==> src/sv/bvg_pkg.sv <==
`timescale 1ns / 1ps

package bvg_pkg;

   // Field widths.
   localparam int ADC_W     = 12;
   localparam int SUM_W     = 16;
   localparam int CNT_W     = 4;
   localparam int RATIO_W   = 16;
   localparam int MV_W      = 14;
   localparam int FILT_W    = 18;
   localparam int FRAC_W    = 4;
   localparam int CHG_W     = 14;
   localparam int CSR_IDX_W = 2;

   localparam logic [FILT_W-1:0] FILT_MAX = '1;

   // Configuration reset values.
   localparam logic [RATIO_W-1:0] RATIO_RESET    = 16'd8192;
   localparam logic [MV_W-1:0]    CHARGE_RESET   = 14'd4250;
   localparam logic [MV_W-1:0]    SEED_RESET     = 14'd100;
   localparam int                 SAMPLES_DEFAULT = 12;

   // Register map of the configuration port.
   typedef enum logic [CSR_IDX_W-1:0] {
      CSR_DIVIDER_RATIO = 2'd0,
      CSR_CHARGE_THR    = 2'd1,
      CSR_SEED_THR      = 2'd2
   } csr_index_type;

   // Serial multiplier: MUL_A_W-bit multiplicand, one multiplier bit per cycle.
   localparam int MUL_A_W   = 13;
   localparam int MUL_B_W   = 16;
   localparam int MUL_P_W   = MUL_A_W + MUL_B_W;
   localparam int MUL_CNT_W = $clog2(MUL_B_W);

   // Serial restoring divider: one quotient bit per cycle.
   localparam int DIV_N_W   = 23;
   localparam int DIV_D_W   = 13;
   localparam int DIV_CNT_W = $clog2(DIV_N_W);

   // Discharge curve.
   localparam int CURVE_PTS = 8;
   localparam int CURVE_IW  = $clog2(CURVE_PTS);
   localparam int CMV_W     = 13;

   typedef struct packed {
      logic busy;
      logic done;
   } unit_stat_type;

   function automatic logic [CMV_W-1:0] curve_mv(input logic [CURVE_IW-1:0] idx);
      logic [CMV_W-1:0] v;
      case (idx)
         3'd0:    v = 13'd3300;
         3'd1:    v = 13'd3600;
         3'd2:    v = 13'd3700;
         3'd3:    v = 13'd3750;
         3'd4:    v = 13'd3850;
         3'd5:    v = 13'd3950;
         3'd6:    v = 13'd4050;
         default: v = 13'd4200;
      endcase
      return v;
   endfunction

   function automatic logic [CHG_W-1:0] curve_hund(input logic [CURVE_IW-1:0] idx);
      logic [CHG_W-1:0] v;
      case (idx)
         3'd0:    v = 14'd0;
         3'd1:    v = 14'd1000;
         3'd2:    v = 14'd2500;
         3'd3:    v = 14'd4000;
         3'd4:    v = 14'd6000;
         3'd5:    v = 14'd7500;
         3'd6:    v = 14'd8800;
         default: v = 14'd10000;
      endcase
      return v;
   endfunction

endpackage

==> src/sv/bvg_accum.sv <==
`timescale 1ns / 1ps

module bvg_accum #(
   parameter int SAMPLES_PER_READING = bvg_pkg::SAMPLES_DEFAULT
) (
   input  logic                        clock,
   input  logic                        reset,
   input  logic                        take,
   input  logic [bvg_pkg::ADC_W-1:0]   code,
   input  logic [bvg_pkg::ADC_W-1:0]   millivolts,
   input  logic                        clear,
   output logic [bvg_pkg::SUM_W-1:0]   code_sum,
   output logic [bvg_pkg::SUM_W-1:0]   mv_sum,
   output logic                        full
);

   logic [bvg_pkg::SUM_W-1:0] code_sum_ff;
   logic [bvg_pkg::SUM_W-1:0] mv_sum_ff;
   logic [bvg_pkg::CNT_W-1:0] count_ff;
   logic                      full_ff;
   logic                      last_in;

   // The group is complete when this sample brings the count up to the group size.
   assign last_in = ({1'b0, count_ff} + (bvg_pkg::CNT_W + 1)'(1))
                    >= (bvg_pkg::CNT_W + 1)'(SAMPLES_PER_READING);

   always_ff @(posedge clock) begin
      if (reset) begin
         code_sum_ff <= '0;
         mv_sum_ff   <= '0;
         count_ff    <= '0;
         full_ff     <= 1'b0;
      end else if (clear) begin
         code_sum_ff <= '0;
         mv_sum_ff   <= '0;
         count_ff    <= '0;
         full_ff     <= 1'b0;
      end else if (take) begin
         code_sum_ff <= code_sum_ff + bvg_pkg::SUM_W'(code);
         mv_sum_ff   <= mv_sum_ff + bvg_pkg::SUM_W'(millivolts);
         if (last_in) begin
            full_ff <= 1'b1;
         end else begin
            count_ff <= count_ff + 1'b1;
         end
      end
   end

   assign code_sum = code_sum_ff;
   assign mv_sum   = mv_sum_ff;
   assign full     = full_ff;

endmodule

==> src/sv/bvg_smul.sv <==
`timescale 1ns / 1ps

module bvg_smul (
   input  logic                           clock,
   input  logic                           reset,
   input  logic                           start,
   input  logic [bvg_pkg::MUL_A_W-1:0]    mcand,
   input  logic [bvg_pkg::MUL_B_W-1:0]    mplier,
   output bvg_pkg::unit_stat_type         stat,
   output logic [bvg_pkg::MUL_P_W-1:0]    product
);

   logic [bvg_pkg::MUL_A_W-1:0]   a_ff;
   logic [bvg_pkg::MUL_A_W-1:0]   hi_ff;
   logic [bvg_pkg::MUL_B_W-1:0]   lo_ff;
   logic [bvg_pkg::MUL_CNT_W-1:0] cnt_ff;
   logic                          busy_ff;
   logic                          done_ff;
   logic [bvg_pkg::MUL_A_W:0]     sum_in;

   // Shift-add: the low half holds the multiplier bits not yet used and
   // collects the low product bits as the word shifts right.
   assign sum_in = {1'b0, hi_ff} + (lo_ff[0] ? {1'b0, a_ff} : '0);

   always_ff @(posedge clock) begin
      if (reset) begin
         busy_ff <= 1'b0;
         done_ff <= 1'b0;
         cnt_ff  <= '0;
      end else begin
         done_ff <= 1'b0;
         if (start) begin
            busy_ff <= 1'b1;
            cnt_ff  <= '0;
            a_ff    <= mcand;
            hi_ff   <= '0;
            lo_ff   <= mplier;
         end else if (busy_ff) begin
            hi_ff  <= sum_in[bvg_pkg::MUL_A_W:1];
            lo_ff  <= {sum_in[0], lo_ff[bvg_pkg::MUL_B_W-1:1]};
            cnt_ff <= cnt_ff + 1'b1;
            if (cnt_ff == bvg_pkg::MUL_CNT_W'(bvg_pkg::MUL_B_W - 1)) begin
               busy_ff <= 1'b0;
               done_ff <= 1'b1;
            end
         end
      end
   end

   assign stat.busy = busy_ff;
   assign stat.done = done_ff;
   assign product   = {hi_ff, lo_ff};

endmodule

==> src/sv/bvg_sdiv.sv <==
`timescale 1ns / 1ps

module bvg_sdiv (
   input  logic                           clock,
   input  logic                           reset,
   input  logic                           start,
   input  logic [bvg_pkg::DIV_N_W-1:0]    dividend,
   input  logic [bvg_pkg::DIV_D_W-1:0]    divisor,
   output bvg_pkg::unit_stat_type         stat,
   output logic [bvg_pkg::DIV_N_W-1:0]    quotient
);

   logic [bvg_pkg::DIV_D_W-1:0]   dsr_ff;
   logic [bvg_pkg::DIV_D_W-1:0]   rem_ff;
   logic [bvg_pkg::DIV_N_W-1:0]   quo_ff;
   logic [bvg_pkg::DIV_CNT_W-1:0] cnt_ff;
   logic                          busy_ff;
   logic                          done_ff;
   logic [bvg_pkg::DIV_D_W:0]     trial_in;
   logic [bvg_pkg::DIV_D_W:0]     diff_in;
   logic                          fits_in;
   logic [bvg_pkg::DIV_D_W-1:0]   rem_in;

   // Restoring division: the dividend shifts out of the top of quo_ff into
   // the remainder while quotient bits shift in at the bottom.
   assign trial_in = {rem_ff, quo_ff[bvg_pkg::DIV_N_W-1]};
   assign diff_in  = trial_in - {1'b0, dsr_ff};
   assign fits_in  = trial_in >= {1'b0, dsr_ff};
   assign rem_in   = fits_in ? diff_in[bvg_pkg::DIV_D_W-1:0]
                             : trial_in[bvg_pkg::DIV_D_W-1:0];

   always_ff @(posedge clock) begin
      if (reset) begin
         busy_ff <= 1'b0;
         done_ff <= 1'b0;
         cnt_ff  <= '0;
      end else begin
         done_ff <= 1'b0;
         if (start) begin
            busy_ff <= 1'b1;
            cnt_ff  <= '0;
            dsr_ff  <= divisor;
            rem_ff  <= '0;
            quo_ff  <= dividend;
         end else if (busy_ff) begin
            rem_ff <= rem_in;
            quo_ff <= {quo_ff[bvg_pkg::DIV_N_W-2:0], fits_in};
            cnt_ff <= cnt_ff + 1'b1;
            if (cnt_ff == bvg_pkg::DIV_CNT_W'(bvg_pkg::DIV_N_W - 1)) begin
               busy_ff <= 1'b0;
               done_ff <= 1'b1;
            end
         end
      end
   end

   assign stat.busy = busy_ff;
   assign stat.done = done_ff;
   assign quotient  = quo_ff;

endmodule

==> src/sv/battery_voltage_gauge.sv <==
`timescale 1ns / 1ps

// Channel   Direction  Word contents (lowest bit first)
// req_      in         tdata: adc_code[11:0], adc_millivolts[23:12]
// rsp_      out        tdata: raw_average[11:0], battery_mv[25:12],
//                      charge_hundredths[39:26]; tuser: is_charging
// csr_      in         csr_index selects the register, csr_data carries the value
//
// Samples are taken one per cycle while no complete group waits for the sequencer.
// Once a group is complete, req_tready stays low while the first serial
// division runs, longer if the sequencer is still busy with the previous group.
// A result follows the last sample of its group through the 23-step serial divider
// (used three times) and the 16-step multiplier (twice); when the voltage clamps at
// either end of the curve, the curve multiply and divide are skipped.
// Reset is synchronous and active high; it restores the register reset values.
// A result waiting on rsp_tready does not stop samples; only the next group end waits.

module battery_voltage_gauge #(
   parameter int SAMPLES_PER_READING = bvg_pkg::SAMPLES_DEFAULT
) (
   input  logic                              clock,
   input  logic                              reset,
   input  logic                              req_tvalid,
   output logic                              req_tready,
   input  logic [23:0]                       req_tdata,   // adc_code, adc_millivolts
   output logic                              rsp_tvalid,
   input  logic                              rsp_tready,
   output logic [39:0]                       rsp_tdata,   // raw_average, battery_mv,
                                                          // charge_hundredths
   output logic                              rsp_tuser,   // is_charging
   input  logic                              csr_valid,
   output logic                              csr_ready,
   input  logic [bvg_pkg::CSR_IDX_W-1:0]     csr_index,
   input  logic [15:0]                       csr_data
);

   typedef enum logic [3:0] {
      ST_IDLE,
      ST_DIV_CODE,
      ST_DIV_MV,
      ST_MUL_MEAS,
      ST_FILTER,
      ST_SEG,
      ST_MUL_CURVE,
      ST_DIV_CURVE,
      ST_EMIT
   } state_type;

   // Configuration registers.
   logic [bvg_pkg::RATIO_W-1:0] ratio_ff;
   logic [bvg_pkg::MV_W-1:0]    charge_thr_ff;
   logic [bvg_pkg::MV_W-1:0]    seed_thr_ff;

   assign csr_ready = 1'b1;

   always_ff @(posedge clock) begin
      if (reset) begin
         ratio_ff      <= bvg_pkg::RATIO_RESET;
         charge_thr_ff <= bvg_pkg::CHARGE_RESET;
         seed_thr_ff   <= bvg_pkg::SEED_RESET;
      end else if (csr_valid) begin
         unique case (bvg_pkg::csr_index_type'(csr_index))
            bvg_pkg::CSR_DIVIDER_RATIO: ratio_ff      <= csr_data;
            bvg_pkg::CSR_CHARGE_THR:    charge_thr_ff <= csr_data[bvg_pkg::MV_W-1:0];
            bvg_pkg::CSR_SEED_THR:      seed_thr_ff   <= csr_data[bvg_pkg::MV_W-1:0];
            default: ;
         endcase
      end
   end

   // Sample accumulation.
   logic                          acc_clear_ff;
   logic                          acc_full;
   logic [bvg_pkg::SUM_W-1:0]     code_sum;
   logic [bvg_pkg::SUM_W-1:0]     mv_sum;

   assign req_tready = !acc_full;

   bvg_accum #(
      .SAMPLES_PER_READING(SAMPLES_PER_READING)
   ) u_accum (
      .clock      (clock),
      .reset      (reset),
      .take       (req_tvalid && req_tready),
      .code       (req_tdata[11:0]),
      .millivolts (req_tdata[23:12]),
      .clear      (acc_clear_ff),
      .code_sum   (code_sum),
      .mv_sum     (mv_sum),
      .full       (acc_full)
   );

   // Shared serial units.
   logic                           div_start_ff;
   logic [bvg_pkg::DIV_N_W-1:0]    div_dend_ff;
   logic [bvg_pkg::DIV_D_W-1:0]    div_dsr_ff;
   bvg_pkg::unit_stat_type         div_stat;
   logic [bvg_pkg::DIV_N_W-1:0]    div_quo;

   logic                           mul_start_ff;
   logic [bvg_pkg::MUL_A_W-1:0]    mul_a_ff;
   logic [bvg_pkg::MUL_B_W-1:0]    mul_b_ff;
   bvg_pkg::unit_stat_type         mul_stat;
   logic [bvg_pkg::MUL_P_W-1:0]    mul_prod;

   bvg_sdiv u_sdiv (
      .clock    (clock),
      .reset    (reset),
      .start    (div_start_ff),
      .dividend (div_dend_ff),
      .divisor  (div_dsr_ff),
      .stat     (div_stat),
      .quotient (div_quo)
   );

   bvg_smul u_smul (
      .clock   (clock),
      .reset   (reset),
      .start   (mul_start_ff),
      .mcand   (mul_a_ff),
      .mplier  (mul_b_ff),
      .stat    (mul_stat),
      .product (mul_prod)
   );

   // Sequencer datapath.
   state_type                        state_ff;
   logic [bvg_pkg::ADC_W-1:0]        raw_avg_ff;
   logic [bvg_pkg::FILT_W-1:0]       meas_ff;
   logic [bvg_pkg::FILT_W-1:0]       filt_ff;
   logic [bvg_pkg::CHG_W-1:0]        base_ff;
   logic [bvg_pkg::CHG_W-1:0]        charge_ff;
   logic                             charging_ff;
   logic                             rsp_valid_ff;
   logic [39:0]                      rsp_data_ff;
   logic                             rsp_user_ff;

   logic [bvg_pkg::MUL_P_W-9:0]      prod_sh_in;
   logic [bvg_pkg::FILT_W-1:0]       meas_in;
   logic [bvg_pkg::FILT_W+1:0]       filt_sum_in;
   logic [bvg_pkg::FILT_W-1:0]       filt_in;
   logic                             seed_hit_in;
   logic [bvg_pkg::CURVE_IW-1:0]     seg_in;
   logic [bvg_pkg::CURVE_IW-1:0]     seg_lo_in;
   logic [bvg_pkg::FILT_W-1:0]       off_full_in;
   logic [bvg_pkg::CMV_W-1:0]        span_mv_in;
   logic [bvg_pkg::CMV_W+3:0]        span_in;
   logic [bvg_pkg::CHG_W-1:0]        rise_in;
   logic                             clamp_lo_in;
   logic                             clamp_hi_in;
   logic                             charging_in;

   // Measured voltage in Q4 mV: product of the average and the Q12 ratio, less 8 bits.
   assign prod_sh_in = mul_prod[bvg_pkg::MUL_P_W-1:8];
   assign meas_in    = (prod_sh_in > (bvg_pkg::MUL_P_W - 8)'(bvg_pkg::FILT_MAX))
                       ? bvg_pkg::FILT_MAX : prod_sh_in[bvg_pkg::FILT_W-1:0];

   assign seed_hit_in = filt_ff <= bvg_pkg::FILT_W'({seed_thr_ff, 4'b0000});
   assign filt_sum_in = (bvg_pkg::FILT_W + 2)'({filt_ff, 1'b0})
                        + (bvg_pkg::FILT_W + 2)'(filt_ff)
                        + (bvg_pkg::FILT_W + 2)'(meas_ff);
   assign filt_in     = seed_hit_in ? meas_ff : filt_sum_in[bvg_pkg::FILT_W+1:2];

   assign charging_in = filt_ff > bvg_pkg::FILT_W'({charge_thr_ff, 4'b0000});
   assign clamp_lo_in = filt_ff
                        <= bvg_pkg::FILT_W'({bvg_pkg::curve_mv(3'd0), 4'b0000});
   assign clamp_hi_in = filt_ff
                        >= bvg_pkg::FILT_W'({bvg_pkg::curve_mv(3'd7), 4'b0000});

   // The first curve point above the voltage ends the segment.
   always_comb begin
      seg_in = bvg_pkg::CURVE_IW'(bvg_pkg::CURVE_PTS - 1);
      for (int i = bvg_pkg::CURVE_PTS - 1; i >= 1; i--) begin
         if (filt_ff < bvg_pkg::FILT_W'({bvg_pkg::curve_mv(bvg_pkg::CURVE_IW'(i)),
                                         4'b0000})) begin
            seg_in = bvg_pkg::CURVE_IW'(i);
         end
      end
   end

   assign seg_lo_in   = seg_in - 1'b1;
   assign off_full_in = filt_ff
                        - bvg_pkg::FILT_W'({bvg_pkg::curve_mv(seg_lo_in), 4'b0000});
   assign span_mv_in  = bvg_pkg::curve_mv(seg_in) - bvg_pkg::curve_mv(seg_lo_in);
   assign span_in     = {span_mv_in, 4'b0000};
   assign rise_in     = bvg_pkg::curve_hund(seg_in) - bvg_pkg::curve_hund(seg_lo_in);

   always_ff @(posedge clock) begin
      if (reset) begin
         state_ff     <= ST_IDLE;
         div_start_ff <= 1'b0;
         mul_start_ff <= 1'b0;
         acc_clear_ff <= 1'b0;
         filt_ff      <= '0;
         rsp_valid_ff <= 1'b0;
      end else begin
         div_start_ff <= 1'b0;
         mul_start_ff <= 1'b0;
         acc_clear_ff <= 1'b0;
         if (rsp_valid_ff && rsp_tready) begin
            rsp_valid_ff <= 1'b0;
         end
         unique case (state_ff)
            ST_IDLE: begin
               if (acc_full) begin
                  div_start_ff <= 1'b1;
                  div_dend_ff  <= bvg_pkg::DIV_N_W'(code_sum);
                  div_dsr_ff   <= bvg_pkg::DIV_D_W'(SAMPLES_PER_READING);
                  state_ff     <= ST_DIV_CODE;
               end
            end
            ST_DIV_CODE: begin
               if (div_stat.done) begin
                  raw_avg_ff   <= div_quo[bvg_pkg::ADC_W-1:0];
                  div_start_ff <= 1'b1;
                  div_dend_ff  <= bvg_pkg::DIV_N_W'(mv_sum);
                  // The divider latches the sum at the same edge that clears it.
                  acc_clear_ff <= 1'b1;
                  state_ff     <= ST_DIV_MV;
               end
            end
            ST_DIV_MV: begin
               if (div_stat.done) begin
                  mul_start_ff <= 1'b1;
                  mul_a_ff     <= bvg_pkg::MUL_A_W'(div_quo[bvg_pkg::ADC_W-1:0]);
                  mul_b_ff     <= ratio_ff;
                  state_ff     <= ST_MUL_MEAS;
               end
            end
            ST_MUL_MEAS: begin
               if (mul_stat.done) begin
                  meas_ff  <= meas_in;
                  state_ff <= ST_FILTER;
               end
            end
            ST_FILTER: begin
               filt_ff  <= filt_in;
               state_ff <= ST_SEG;
            end
            ST_SEG: begin
               charging_ff <= charging_in;
               if (clamp_lo_in) begin
                  charge_ff <= bvg_pkg::curve_hund(3'd0);
                  state_ff  <= ST_EMIT;
               end else if (clamp_hi_in) begin
                  charge_ff <= bvg_pkg::curve_hund(3'd7);
                  state_ff  <= ST_EMIT;
               end else begin
                  base_ff      <= bvg_pkg::curve_hund(seg_lo_in);
                  div_dsr_ff   <= span_in[bvg_pkg::DIV_D_W-1:0];
                  mul_start_ff <= 1'b1;
                  mul_a_ff     <= off_full_in[bvg_pkg::MUL_A_W-1:0];
                  mul_b_ff     <= bvg_pkg::MUL_B_W'(rise_in);
                  state_ff     <= ST_MUL_CURVE;
               end
            end
            ST_MUL_CURVE: begin
               if (mul_stat.done) begin
                  div_start_ff <= 1'b1;
                  div_dend_ff  <= mul_prod[bvg_pkg::DIV_N_W-1:0];
                  state_ff     <= ST_DIV_CURVE;
               end
            end
            ST_DIV_CURVE: begin
               if (div_stat.done) begin
                  charge_ff <= base_ff + div_quo[bvg_pkg::CHG_W-1:0];
                  state_ff  <= ST_EMIT;
               end
            end
            ST_EMIT: begin
               if (!rsp_valid_ff || rsp_tready) begin
                  rsp_valid_ff <= 1'b1;
                  rsp_data_ff  <= {charge_ff,
                                   filt_ff[bvg_pkg::FILT_W-1:bvg_pkg::FRAC_W],
                                   raw_avg_ff};
                  rsp_user_ff  <= charging_ff;
                  state_ff     <= ST_IDLE;
               end
            end
            default: state_ff <= ST_IDLE;
         endcase
      end
   end

   assign rsp_tvalid = rsp_valid_ff;
   assign rsp_tdata  = rsp_data_ff;
   assign rsp_tuser  = rsp_user_ff;

`ifndef SYNTH
   a_div_start_idle: assert property (@(posedge clock) disable iff (reset)
      div_start_ff |-> !div_stat.busy)
      else $error("divider started while busy");

   a_mul_start_idle: assert property (@(posedge clock) disable iff (reset)
      mul_start_ff |-> !mul_stat.busy)
      else $error("multiplier started while busy");

   a_charge_range: assert property (@(posedge clock) disable iff (reset)
      rsp_valid_ff |-> rsp_data_ff[39:26] <= bvg_pkg::curve_hund(3'd7))
      else $error("charge estimate above full scale");

   a_flag_matches: assert property (@(posedge clock) disable iff (reset)
      $rose(rsp_valid_ff) |-> rsp_user_ff == charging_in)
      else $error("charging flag disagrees with filtered voltage");
`endif

endmodule

==> config.mk <==
export PLATFORM = sky130hd
export DESIGN_NAME = battery_voltage_gauge
export DESIGN_NICKNAME = d
export VERILOG_FILES = /design/src/sv/bvg_pkg.sv /design/src/sv/bvg_accum.sv /design/src/sv/bvg_smul.sv /design/src/sv/bvg_sdiv.sv /design/src/sv/battery_voltage_gauge.sv
export SDC_FILE = /design/constraint.sdc
export NUM_CORES = 1
export LEC_CHECK = 0
export BUFFER_PORTS_ARGS = -buffer_cell sky130_fd_sc_hd__buf_2
export CAP_MARGIN = 0
export CORE_ASPECT_RATIO = 0.8
export CORE_UTILIZATION = 60
export DETAILED_ROUTE_END_ITERATION = 8
export PLACE_DENSITY = 0.87
export SYNTH_ARGS = -nofsm -noshare
export SYNTH_HDL_FRONTEND = slang
export SYNTH_HIERARCHICAL = 1
export SYNTH_SLANG_ARGS = --single-unit
==> constraint.sdc <==
create_clock -name clock -period 9.4 [get_ports clock]
set_clock_uncertainty 0.2 [all_clocks]
set_input_delay 0.94 -clock clock [delete_from_list [all_inputs] [get_ports clock]]
set_output_delay 0.94 -clock clock [all_outputs]
set_load 0.01 [all_outputs]
==> results of run 1 <==
## worst paths after layout
kind | from | end | slack [ns]
max | filt_ff[12] | mul_b_ff[11] | 2.72
min | charge_ff[2] | rsp_tdata[28] | 0.20
max reg2reg | filt_ff[12] | mul_b_ff[11] | 2.72
min reg2reg | charge_ff[2] | rsp_tdata[28] | 0.20
## layout make-up
type / count / share of cell area
Timing Repair Buffer: 112 / 0.02712
Multi-Input combinational cell: 1466 / 0.4446
Sequential cell: 370 / 0.4349
Tap cell: 434 / 0.02383
Clock buffer: 54 / 0.04750
Clock inverter: 14 / 0.005326
Inverter: 101 / 0.01675
## per-stage QoR
step	area, sq um	cells
floorplan	20720	2015
global placement	21580	2483
detailed placement	21580	2483
CTS	22790	2551
global route	22790	2551
finish	22790	2551
## per-layer routing
metal  global-route usage  vias to the layer above
li1                     -                     7487
met1               0.4333                     7790
met2               0.4634                      835
met3              0.07573                      122
met4               0.1130                        2
met5                    0                        -
## cell usage in the layout, fill, tap and decap left out, types with 43 or more instances in the layout
| master | instances |
|---|---|
| sky130_fd_sc_hd__o21ai_0 | 91 |
| sky130_fd_sc_hd__edfxtp_1 | 250 |
| sky130_fd_sc_hd__xnor2_1 | 44 |
| sky130_fd_sc_hd__a21oi_1 | 123 |
| sky130_fd_sc_hd__dfxtp_1 | 120 |
| sky130_fd_sc_hd__buf_2 | 89 |
| sky130_fd_sc_hd__nor3_1 | 43 |
| sky130_fd_sc_hd__nand2_1 | 240 |
| sky130_fd_sc_hd__ha_1 | 137 |
| sky130_fd_sc_hd__inv_1 | 100 |
| sky130_fd_sc_hd__nor2_1 | 168 |
## power groups by stage
| stage | logic, mW | registers, mW | clock network [mW] |
|---|---|---|---|
| 2_1_floorplan | 0.308 | 1.85 | 0 |
| 3_3_place_gp | 0.377 | 1.87 | 0 |
| 3_5_place_dp | 0.395 | 1.87 | 0 |
| 4_1_cts | 0.399 | 1.84 | 1.49 |
| 5_1_grt | 0.447 | 1.84 | 1.55 |
| 6_report | 0.406 | 1.84 | 1.47 |
## state kept, by name (all words and copies together), names as in the netlist, 5 cells and up
| signal | flops |
|---|---|
| rsp_tdata | 40 |
| div_dend_ff | 23 |
| u_sdiv/quotient | 23 |
| filt_ff | 18 |
| meas_ff | 18 |
| mul_b_ff | 16 |
| ratio_ff | 16 |
| u_accum/code_sum | 16 |
| u_accum/mv_sum | 16 |
| u_smul/lo_ff | 16 |
| charge_ff | 14 |
| charge_thr_ff | 14 |
| seed_thr_ff | 14 |
| mul_a_ff | 13 |
| u_sdiv/dsr_ff | 13 |
| u_sdiv/rem_ff | 13 |
| u_smul/a_ff | 13 |
| u_smul/hi_ff | 13 |
| base_ff | 12 |
| raw_avg_ff | 12 |
| div_dsr_ff | 9 |
| u_sdiv/cnt_ff | 5 |
==> impl.org, run 1 <==
** Run status
- The flow ran to the end, and the final reports show no timing, DRC or antenna violations.

** Power
- Switch share :: 0.2496
- Summed over all nets, the switching power comes to 0.9279 mW.
- Portion of total power attributed to the clock network :: 0.396
- In this run the power density over the cells is 163.1 nW/um^2.
- Static leakage power :: 8.990 nW
- IR analysis of the VDD net gives a maximum drop of 0.1531 mV.
- Part of the total power dissipated in combinational logic :: 0.109
- Int Pwr :: 2.790 mW
- Overall power consumption after layout is estimated at 3.717 mW.
- Reg power frac :: 0.495

** Global routing
- Total grt overflow :: 0
- The first global-routing pass estimated 83.91 mm of wire.
- For this run, the total global-route usage over all layers was measured as 0.3082.
- Pin count of the biggest net entering global routing :: 73
- The via count of the first global-routing pass is 15417.
- The initial antenna violation count was 2.

** Finish
- The filler cells instantiated in the layout total 2462.
- At the end of the flow, the number of nets in the layout was 2298.
- The multi-input combinational cells in the finished layout cover a total of 10130 sq um.
- From synthesis to final layout, the design area changed by 10.02%.
- Once layout is complete, the utilization of the core stands at 0.6745.
- In the final layout, the share of cells above drive strength 1 is 0.1252.
- Storage element area :: 9910 sq um
- Antenna diode instance count :: 0

** Timing
- Setup violations remaining at the end of the flow were counted as 0.
- Based on the critical path, the design can be clocked at up to 149.8 MHz.
- For the finished layout, the period the worst path requires is 6.676 ns.
- Setup repair after global routing left no endpoint under its margin.
- On the final layout, the worst hold slack is 0.1974 ns.
- In this run the tightest slew margin relative to its limit is 0.2245.
- Share of the clock period used by the worst path :: 0.7102
- Setup total negative slack :: 0 ns
- Final count of hold timing violations :: 0
- Across all setup checks in the final design, the least slack found is 2.724 ns.
- For the pin with the worst max-slew slack, the measured transition is 1.159 ns.
- Slew Limit Fails :: 0

** Critical path
- Number of cells on the critical path :: 19
- Cell family with most CP delay :: simple AND/OR/NAND/NOR gates
- Among all stages on the critical path, the largest delay is contributed by sky130_fd_sc_hd__dfxtp_1.
- In this design, the stage delay of the slowest critical-path cell is 0.78 ns.
- Required time of the critical path :: 9.49 ns
- Arrival time reported for the critical path endpoint :: 6.76 ns
- Cell-by-cell trace of the critical path :: nand4_1, a41o_1, a221oi_2, nor3_1, o21ai_0, inv_1, ha_1, ha_1, or3_1, a211oi_1, nor2_1, or2_2, ha_1, and4_1, and2_1, a221oi_2, nand2_1, and3_1, a211o_1
- STA classifies the critical path endpoint as a register.
- STA classifies the critical path startpoint as a register.
- Along the worst path, the maximum fanout reaches 14.
- Category of the most critical setup path :: register to register
- The number of cells on the worst reg-to-reg path is 19.
- Buf/Inv on CP :: 1
- By instance count, the cell type seen most on the critical path is sky130_fd_sc_hd__ha_1.

** Place
- Post-Place Setup Slack :: 2.944 ns
- Weighted congestion at the end of routability-driven global placement :: 0.9738
- Number of buffers added on ports :: 89
- The HPWL after detailed placement is 39.41 mm.

** Min path
- Hold Path Depth :: 0
- The tightest min-delay check is of the register to register type.

** Clock tree
- # H-tree levels :: 2
- Clock latency on the worst-skew pair, taken at its later pin, is 0.55 ns.
- Clock Tree Root :: sky130_fd_sc_hd__clkbuf_16
- After clock tree synthesis, the flow added hold-fix buffers numbering 0.
- After clock tree synthesis, the clock-pin slew on the worst setup and hold paths is 0.07 ns.
- In this run, post-CTS repair resized a total of 0 instances.
- Setup bufs post-CTS :: 0
- In this run, CTS created clock tree buffers numbering 38.
- CTS saw 370 sinks.
- Number of buffers on the longest clock path :: 3
- TritonCTS built the clock tree.

** Floorplan
- DIE AREA :: 35270 sq um
- The floorplan has 60 rows.
- From bottom edge to top edge, the die measures 168.2 um.
- In this run the count of I/O pins placed on the die edge is 91.
- Starting utilization of the core area :: 0.6131
- After floorplanning, the core was sized to cover 33780 sq um.
- Horiz. Die Dim :: 209.7 um

** Detailed routing
- The routed design has 54.13 mm of wire.
- After detailed routing, no signal wire sits above met5.
- Via count of the routed design :: 16236
- Wire length on met3 :: 5.977 mm
- Routed via count divided by cell count :: 6.365
- Routed wire per std cell :: 21.22 um
- DRT iter0 DRCs :: 1799
- In this run the remaining antenna-violating nets after routing total 0.
- After detailed routing, the number of remaining DRC violations is 0.
- The detailed router put a total of 22.57 mm of wire on met1.
- The first detailed-routing pass ran for 6 iterations.
- Detail Route met2 WL :: 23.70 mm

** Synth
- Avg Cell Area, Syn :: 10.29 sq um
- Warning count from the yosys run :: 6
- Number of cells produced by synthesis :: 2013
- The mapped netlist covers 20710 sq um.

** Flow run
- The tool flagged a number of max-cap violations equal to 0.
Note: power is estimated with default switching activity, not from simulation.
==> run 2: changes to the inputs <==
==> constraint.sdc (replaced) <==
create_clock -name clock -period 6.2 [get_ports clock]
set_clock_uncertainty 0.2 [all_clocks]
set_input_delay 0.62 -clock clock [delete_from_list [all_inputs] [get_ports clock]]
set_output_delay 0.62 -clock clock [all_outputs]
set_load 0.01 [all_outputs]
==> run 2 against run 1 <==
  * First-iteration DRC count is 8.9% lower
  * Global-route usage barely moved
  * Core utilization is 0.77 points higher
  * Critical endpoint unchanged
==> impl.org, run 2 (synthesis results as in run 1) <==
** Finish
- Layout Nets :: 2314
- The register with the most flip-flops in the layout has 40 of them.
- Share of cells above drive strength 1 :: 0.1331
- Summing all non-filler instances in the final layout gives an area of 23050 sq um.
- The top cell types in the final layout, fill and taps aside, are sky130_fd_sc_hd__edfxtp_1, sky130_fd_sc_hd__nand2_1, sky130_fd_sc_hd__nor2_1.
- The library cell used most frequently in the layout, excluding fill and tap cells, is sky130_fd_sc_hd__edfxtp_1.
- Final non-filler cell total :: 2569
- Utilization after layout :: 0.6822
- Area added between synthesis and finish :: 11.27%

** Critical path
- Required time of the critical path :: 6.29 ns
- For the worst setup path, the data arrival time is 5.78 ns.
- Reg2Reg Setup Slack :: 0.52 ns
- CP endpoint kind :: register
- The setup path with the least slack is of type register to register.
- The worst setup path is launched from a register.
- R2r worst-path depth :: 19
- Of all nets on the critical path, the largest fanout is 12.

** Power
- IR analysis of the VDD net gives a maximum drop of 0.1985 mV.
- Summed over all cells, the static leakage comes to 9.138 nW.
- Switching power :: 1.409 mW
- Portion of total power attributed to the clock network :: 0.420
- The design draws 5.865 mW.
- The internal portion of the total power is 4.456 mW.
- Part of the total power dissipated in combinational logic :: 0.105
- Reg power frac :: 0.475
- In this run the power density over the cells is 254.5 nW/um^2.
- Switch share :: 0.2402

** Clock tree
- Total number of clock tree sinks :: 370
- Total clock buffers created by CTS :: 38
- After clock tree synthesis, the clock-pin slew on the worst setup and hold paths is 0.06 ns.
- In this run the number of H-tree levels came out at 2.
- Clock Tree Root :: sky130_fd_sc_hd__clkbuf_16
- For the worst-skew pair, the clock arrives at the later sink with an insertion delay of 0.54 ns.
- CTS tree :: done
- The clock passes through at most 3 buffers.

** Global routing
- Initial antenna violation count :: 7
- The first global-routing pass estimated 83.84 mm of wire.
- The via count of the first global-routing pass came to 15164.
- Pin count of the biggest net entering global routing :: 57
- Total grt overflow :: 0
- Aggregate global-route resource usage :: 0.3081

** Floorplan
- DIE AREA :: 35270 sq um
- The initial utilization of the core area, before any placement, comes to 0.6131.
- Number of placed I/O pins :: 91
- The core region is 33780 sq um.
- Number of cell rows :: 60
- The die is 209.7 um wide.
- Die Y-Extent :: 168.2 um

** Timing
- Setup total negative slack :: 0 ns
- At the pin with the least slew margin, the transition time is 1.341 ns.
- The worst path meets setup with 0.5161 ns of slack.
- Final hold analysis gives a worst-case slack of 0.1172 ns.
- Share of the clock period used by the worst path :: 0.9168
- Relative slew margins :: 0.1040
- For the finished layout, the period the worst path requires is 5.684 ns.
- Setup violations remaining at the end of the flow were counted as 0.
- The number of max-slew violations in the final report came to 0.
- Derived from the worst setup path, the maximum achievable clock frequency is 175.9 MHz.
- Setup repair after global routing left no endpoint under its margin.
- The number of failing hold endpoints at the final stage came to 0.

** Detailed routing
- In this run the remaining antenna-violating nets after routing total 0.
- Via count of the routed design :: 16092
- Dividing the detail-routed via count by the number of cells gives 6.264.
- Post-detailed-routing wire length :: 54.16 mm
- Post-route DRC violation count :: 0
- In the final routed layout, each cell accounts on average for 21.08 um.
- DRT iter0 DRCs :: 1638
- DR pass1 iterations :: 5

** Place
- Instance area after placement :: 21700 sq um
- Number of buffers added on ports :: 89
- Weighted congestion at the end of routability-driven global placement :: 0.9361
- Post-Place Setup Slack :: 0.4483 ns
- HPWL after DPL :: 39.70 mm
- Number of placed cells counting well taps :: 2499

** Run status
- The run finished with clean final reports.

** Flow run
- Number of max-cap violations :: 0

** Min path
- Worst min-delay path class :: primary input to register
- Counting instances, the worst hold path has a depth of 3.
run 2: area by class of cell:
class                   count  area, sq um
fillers                  2497        10740
clock inverters            16        239.0
multi-input cells        1466        10130
well taps                 434        543.0
repair buffers            128        738.2
clock buffers              53         1101
diodes                      1        2.502
flip-flops and latches    370         9910
inverters                 101        381.6
run 2: path summary, 6_finish.rpt:
check | from | to
worst max-delay path | filt_ff[9] | mul_b_ff[11]
worst min-delay path | csr_data[14] | ratio_ff[14]
worst max register to register | filt_ff[9] | mul_b_ff[11]
worst min register to register | charge_ff[11] | rsp_tdata[37]
run 2: what timing repair did:
item | in CTS | in global routing
setup buffers | 0 | 0
gates resized for setup | 0 | 1
hold buffers | 0 | 0
setup endpoints to repair | 0 | 2
run 2: per-layer routing:
metal  GRT usage  wire length (um)
met3     0.05801              4673
met2      0.4767             24200
met1      0.4359             23610
met5           0                27
met4      0.1066              1649
run 2: worst max-delay path: stages (launching register included):
cell and delay [ns]:
sky130_fd_sc_hd__dfxtp_1 0.62, sky130_fd_sc_hd__inv_1 0.16, sky130_fd_sc_hd__a41o_1 0.25, sky130_fd_sc_hd__a221oi_2 0.22
sky130_fd_sc_hd__nor3_1 0.16, sky130_fd_sc_hd__o21ai_1 0.35, sky130_fd_sc_hd__inv_1 0.13, sky130_fd_sc_hd__ha_1 0.25
sky130_fd_sc_hd__ha_1 0.28, sky130_fd_sc_hd__or3_1 0.48, sky130_fd_sc_hd__a211oi_1 0.36, sky130_fd_sc_hd__nor2_1 0.13
sky130_fd_sc_hd__or2_2 0.31, sky130_fd_sc_hd__ha_1 0.37, sky130_fd_sc_hd__and4_1 0.22, sky130_fd_sc_hd__and2_1 0.17
sky130_fd_sc_hd__a221oi_2 0.16, sky130_fd_sc_hd__nand2_1 0.17, sky130_fd_sc_hd__and3_1 0.19, sky130_fd_sc_hd__a211o_1 0.26
run 2: power groups by stage:
| stage | sequential, mW | clock [mW] | combinational, mW |
|---|---|---|---|
| finish | 2.79 | 2.46 | 0.615 |
| detailed placement | 2.84 | 0 | 0.603 |
| CTS | 2.79 | 2.49 | 0.606 |
| global placement | 2.83 | 0 | 0.576 |
| global route | 2.79 | 2.57 | 0.681 |
| floorplan | 2.80 | 0 | 0.467 |
